[config.mk]
export PLATFORM = sky130hd
export DESIGN_NAME = pbse_ctrl
export DESIGN_NICKNAME = d
export VERILOG_FILES = /design/src/rtl/pbse_pkg.sv /design/src/rtl/pbse_ctrl.sv
export SDC_FILE = /design/constraint.sdc
export NUM_CORES = 1
export LEC_CHECK = 0
export ABC_AREA = 1
export ABC_CLOCK_PERIOD_IN_PS = 1400
export BUFFER_PORTS_ARGS = -buffer_cell sky130_fd_sc_hd__buf_2
export CAP_MARGIN = 20
export CORE_AREA = 2 2 44 46
export CTS_BUF_LIST = sky130_fd_sc_hd__clkbuf_8
export CTS_CLUSTER_DIAMETER = 50
export CTS_CLUSTER_SIZE = 8
export DETAILED_ROUTE_END_ITERATION = 6
export DIE_AREA = 0 0 46 48
export PLACE_DENSITY = 0.71
export SLEW_MARGIN = 10
export SYNTH_ARGS = -nofsm -noshare
export SYNTH_HDL_FRONTEND = slang
export SYNTH_SLANG_ARGS = --single-unit
[constraint.sdc]
create_clock -name clock -period 1.4 [get_ports clock]
set_input_delay 0.28 -clock clock [delete_from_list [all_inputs] [get_ports clock]]
set_output_delay 0.28 -clock clock [all_outputs]
set_load 0.05 [all_outputs]
[src/rtl/pbse_pkg.sv]
// ----------------------------------------------------------------------------
// pbse_pkg
// Shared constants, codes and types of the piecewise Bezier surface evaluator.
// ----------------------------------------------------------------------------
package pbse_pkg;

   localparam int SEGMENTS          = 4;
   localparam int TERMS_PER_SEGMENT = 16;
   localparam int STORE_DEPTH       = SEGMENTS * TERMS_PER_SEGMENT;
   localparam int ADDR_W            = $clog2(STORE_DEPTH);
   localparam int SEG_W             = (SEGMENTS > 1) ? $clog2(SEGMENTS) : 1;
   localparam int TERM_W            = $clog2(TERMS_PER_SEGMENT);

   localparam int REQ_DATA_W = 96;
   localparam int RSP_DATA_W = 56;
   localparam int CSR_IDX_W  = 2;

   // request kinds
   localparam logic REQ_WRITE = 1'b0;
   localparam logic REQ_EVAL  = 1'b1;

   // configuration register indexes
   localparam logic [CSR_IDX_W-1:0] CSR_DELIM_FIRST  = 2'd0;
   localparam logic [CSR_IDX_W-1:0] CSR_DELIM_SECOND = 2'd1;
   localparam logic [CSR_IDX_W-1:0] CSR_DELIM_THIRD  = 2'd2;

   localparam logic signed [15:0] DELIM_FIRST_RST  = 16'sd1024;
   localparam logic signed [15:0] DELIM_SECOND_RST = 16'sd2048;
   localparam logic signed [15:0] DELIM_THIRD_RST  = 16'sd3072;

   // evaluation modes
   localparam logic [2:0] MODE_VALUE = 3'd0;
   localparam logic [2:0] MODE_DP    = 3'd1;
   localparam logic [2:0] MODE_DS    = 3'd2;
   localparam logic [2:0] MODE_DI    = 3'd3;
   localparam logic [2:0] MODE_DPP   = 3'd4;
   localparam logic [2:0] MODE_DPDS  = 3'd5;
   localparam logic [2:0] MODE_DPDI  = 3'd6;
   localparam logic [2:0] MODE_UNDEF = 3'd7;

   // basis setup steps
   localparam logic [3:0] BS_QQ   = 4'd0;
   localparam logic [3:0] BS_QP   = 4'd1;
   localparam logic [3:0] BS_PP   = 4'd2;
   localparam logic [3:0] BS_QQQ  = 4'd3;
   localparam logic [3:0] BS_QQP  = 4'd4;
   localparam logic [3:0] BS_QPP  = 4'd5;
   localparam logic [3:0] BS_PPP  = 4'd6;
   localparam logic [3:0] BS_DONE = 4'd7;

   // per-term steps
   localparam logic [3:0] TS_P_LO  = 4'd0;
   localparam logic [3:0] TS_P_HI  = 4'd1;
   localparam logic [3:0] TS_A_RND = 4'd2;
   localparam logic [3:0] TS_A_LO  = 4'd3;
   localparam logic [3:0] TS_A_HI  = 4'd4;
   localparam logic [3:0] TS_T_RND = 4'd5;
   localparam logic [3:0] TS_T_LO  = 4'd6;
   localparam logic [3:0] TS_T_HI  = 4'd7;
   localparam logic [3:0] TS_ACC   = 4'd8;

   localparam logic [TERM_W-1:0] TERM_LAST = TERM_W'(TERMS_PER_SEGMENT - 1);

   localparam logic signed [47:0] RESULT_MAX = 48'sh7FFF_FFFF_FFFF;
   localparam logic signed [47:0] RESULT_MIN = 48'sh8000_0000_0000;

   typedef enum logic [1:0] {
      ST_IDLE,
      ST_BASIS,
      ST_TERM,
      ST_FINISH
   } pbse_state_type;

   typedef struct packed {
      logic              load;
      logic              coef_write;
      logic              basis_en;
      logic              term_en;
      logic [3:0]        step;
      logic [TERM_W-1:0] term_idx;
      logic              finish;
   } pbse_cmd_type;

   typedef struct packed {
      logic rsp_full;
   } pbse_status_type;

endpackage

[src/rtl/pbse_ctrl.sv]
// ----------------------------------------------------------------------------
// pbse_ctrl
// Sequencer: basis setup, sixteen term passes and result hand-off.
// ----------------------------------------------------------------------------
module pbse_ctrl (
   input  logic                      clock,
   input  logic                      reset,
   input  logic                      req_tvalid,
   input  logic                      req_type,
   input  logic [2:0]                eval_mode,
   input  pbse_pkg::pbse_status_type status,
   output logic                      req_tready,
   output pbse_pkg::pbse_cmd_type    cmd
);

   pbse_pkg::pbse_state_type state_ff, state_in;
   logic [3:0]                      step_ff, step_in;
   logic [pbse_pkg::TERM_W-1:0]     k_ff, k_in;
   logic                            eval_go;

   assign eval_go = (state_ff == pbse_pkg::ST_IDLE) && req_tvalid &&
                    (req_type == pbse_pkg::REQ_EVAL) && (eval_mode != pbse_pkg::MODE_UNDEF);

   always_comb begin
      state_in = state_ff;
      step_in  = step_ff;
      k_in     = k_ff;
      case (state_ff)
         pbse_pkg::ST_IDLE: begin
            if (eval_go) begin
               state_in = pbse_pkg::ST_BASIS;
               step_in  = pbse_pkg::BS_QQ;
            end
         end
         pbse_pkg::ST_BASIS: begin
            if (step_ff == pbse_pkg::BS_DONE) begin
               state_in = pbse_pkg::ST_TERM;
               step_in  = pbse_pkg::TS_P_LO;
               k_in     = '0;
            end else begin
               step_in = step_ff + 4'd1;
            end
         end
         pbse_pkg::ST_TERM: begin
            if (step_ff == pbse_pkg::TS_ACC) begin
               step_in = pbse_pkg::TS_P_LO;
               if (k_ff == pbse_pkg::TERM_LAST) begin
                  state_in = pbse_pkg::ST_FINISH;
               end else begin
                  k_in = k_ff + 1'b1;
               end
            end else begin
               step_in = step_ff + 4'd1;
            end
         end
         pbse_pkg::ST_FINISH: begin
            // hold until the output register can take the result
            if (!status.rsp_full) begin
               state_in = pbse_pkg::ST_IDLE;
            end
         end
         default: begin
            state_in = pbse_pkg::ST_IDLE;
         end
      endcase
   end

   always_comb begin
      req_tready     = (state_ff == pbse_pkg::ST_IDLE);
      cmd.load       = eval_go;
      cmd.coef_write = (state_ff == pbse_pkg::ST_IDLE) && req_tvalid &&
                       (req_type == pbse_pkg::REQ_WRITE);
      cmd.basis_en   = (state_ff == pbse_pkg::ST_BASIS);
      cmd.term_en    = (state_ff == pbse_pkg::ST_TERM);
      cmd.step       = step_ff;
      cmd.term_idx   = k_ff;
      cmd.finish     = (state_ff == pbse_pkg::ST_FINISH) && !status.rsp_full;
   end

   always_ff @(posedge clock) begin
      if (reset) begin
         state_ff <= pbse_pkg::ST_IDLE;
         step_ff  <= '0;
         k_ff     <= '0;
      end else begin
         state_ff <= state_in;
         step_ff  <= step_in;
         k_ff     <= k_in;
      end
   end

endmodule

==> run metrics <==
setup violators final 9; Distinct cells, synth 17; Synth warnings 0; clock share of power about 14%; die height 48 um; sequential-to-total area share from yosys stat 26.9%; via/cell ratio 5.00; Vias 835; Critical Path End Type output port; Net Count, Synth 131; final worst path period need 1.49 ns; Post-DP Area 940 sq um; sw power 1.39 mW; clk_lat worst skew 0.25 ns; total track usage 19.4%; clock skew 0.00733 ns; status finished with violations; Worst Hold Class in2reg; post-route ant nets 0; flops & latches, synth 10; RSZ-0062 raised after global routing yes; Setup TNS -0.411 ns; largest net degree at the start of global routing 9; Root Buffer clkbuf_8; initial antenna violation count 0; Max Slew Vio Count 0; fin cells approximately 170; area grow syn2layout 67.2%; Core Area 0.00169 sq mm; Port Buffer Count 21; hold path startpoint reset; drt first pass iters 4; placed cell count 155; Routed wire per std cell 13.0 um; CTS tree yes; GRT overflow 0; total clock buffers created by CTS 3; Pint 1.32 mW; syn avg cell area 6.46 sq um; fillers 135; Final #Nets 167; Die ar. around 0.0022 sq mm; Mapped Cells about 120; I/O Pins 22; hold_buf cts 0; sequential power share 18.0%; clock-pin slew on the worst setup and hold paths 0.05 ns; LEAKAGE 0.564 nW; relative slew slack roughly 77%; cell area power density 2180 mW/mm^2; final core occ roughly 74%; Worst Path Arrival 1.21 ns; final hold violation count 0; global-route wire length before repair 2.93 mm; ANT cells 0; htree depth 1; Final WS setup -0.0915 ns; share of cells above drive strength 1 56.7%; Final period util 107%; vias in the first global route 701; worst setup path start state_ff[1]; failing checks setup timing; Die W 46 um; Seq. cell area 213 sq um; switch share 51.2%; # clock sinks 10; worst path required time around 1.1 ns; Worst-Margin Slew 0.349 ns; Initial Utilization between 40% and 50%; DPL Wire Length approximately 1.3 mm; row cnt 15; gpl congestion between 0.8 and 0.9; drt initial violations 8; combinational share of power 68.3%; footprint of the multi-input gates 641 sq um; Post-Syn Area 743 sq um; Worst VDD drop 1240 uV; drt total wl 2.17 mm; Max FO, Critical Path 4; CTS max path bufs 2; DRC violations left 0; crit path kind reg2out; crit path launch type flop; Final Cell Area 0.00124 sq mm; reg2reg start state_ff[0]; number of max-cap violations 0; Max Clock Freq between 600 and 700 MHz
[cell usage in the layout, fill, tap and decap left out, types with 5 or more instances in the layout]
cell / count
inv_1: 12
nand2_1: 17
nor2_2: 5
buf_6: 8
buf_4: 8
nor2_1: 12
buf_2: 15
inv_2: 5
nand3_1: 9
nand2_2: 10
[worst max-delay path, cell delays in order (launching register included)]
cell     delay, ns
dfxtp_2       0.33
inv_2         0.07
ha_4          0.15
nand2_4       0.07
nor2_4        0.08
nand2_2       0.06
inv_1         0.06
buf_6         0.15
[registers in the layout (all words and copies together), names as in the netlist]
name / count
k_ff: 4
step_ff: 4
state_ff: 2
[power groups by stage]
stage / Clock, mW / Sequential [mW] / Combinational [mW]
6_report: 0.371 / 0.488 / 1.85
5_1_grt: 0.385 / 0.503 / 1.97
4_1_cts: 0.377 / 0.483 / 1.41
3_5_place_dp: 0 / 0.486 / 1.31
3_3_place_gp: 0 / 0.479 / 1.30
2_1_floorplan: 0 / 0.693 / 0.852
[layout make-up]
cell class                      instances  share of cell area, %
Clock buffer                            4                   4.43
Timing Repair Buffer                   32                   19.3
Sequential cell                        10                   17.1
Multi-Input combinational cell         86                   51.6
Inverter                               18                   5.84
Tap cell                               17                   1.71
[cells in the mapped netlist]
cell	n	area, sq um
nand2_1	30	113
nor2_1	19	71.3
inv_1	17	63.8
nand3_1	11	55.1
dfxtp_1	10	200
ha_1	8	100
a21oi_1	7	35.0
nand2_4	2	22.5
nor2_4	2	22.5
o21ai_0	2	10.0
a21oi_2	1	8.76
buf_4	1	7.51
clkinv_2	1	5.00
nand2_2	1	6.26
nand3b_1	1	7.51
nand4_1	1	6.26
xnor2_1	1	8.76
[path summary, 6_finish.rpt]
kind | to | slack [ns] | cells after the start
worst max-delay path | cmd[12] | -0.09 | 7
worst min-delay path | k_ff[2] | 0.23 | 2
worst max register to register | state_ff[1] | -0.06 | 10
worst min register to register | step_ff[1] | 0.51 | 2
[routing by layer]
layer  up-vias  track usage [%]  wire length (um)  part of all wire, %
li1        429                -                 -                    -
met1       385             22.5               897                   41
met2        17             32.2              1150                   53
met3         4             5.66                73                  3.4
met4         0             10.3                44                  2.0
met5         -                0                 0                    0
[what timing repair did]
item | in CTS | in global routing
resized for setup | 12 | 46
cloned | 0 | 0
buffers inserted | 4 | 4
pin swaps | 2 | 12
endpoints found under the setup margin | 6 | 16
[cells by family (layout without fill, tap and decap cells)]
kind of cell,after synthesis,in the layout,synth area share [%]
buf+inv,19,54,10.3
xor+xnor,1,1,1.18
compound gates,10,10,7.24
simple gates,67,67,40.9
flops,10,10,26.9
fa+ha+maj,8,8,13.5
[stage by stage]
stage          power (mW)  hold WS [ns]  setup slack (ns)
2_1_floorplan        1.54         0.349           -0.0193
6_report             2.71         0.227           -0.0915
3_5_place_dp         1.79         0.470           0.00763
5_1_grt              2.86         0.237            -0.157
3_3_place_gp         1.78         0.469            0.0350
4_1_cts              2.27         0.214           -0.0881
No activity file was read; power rests on OpenSTA's default activity.
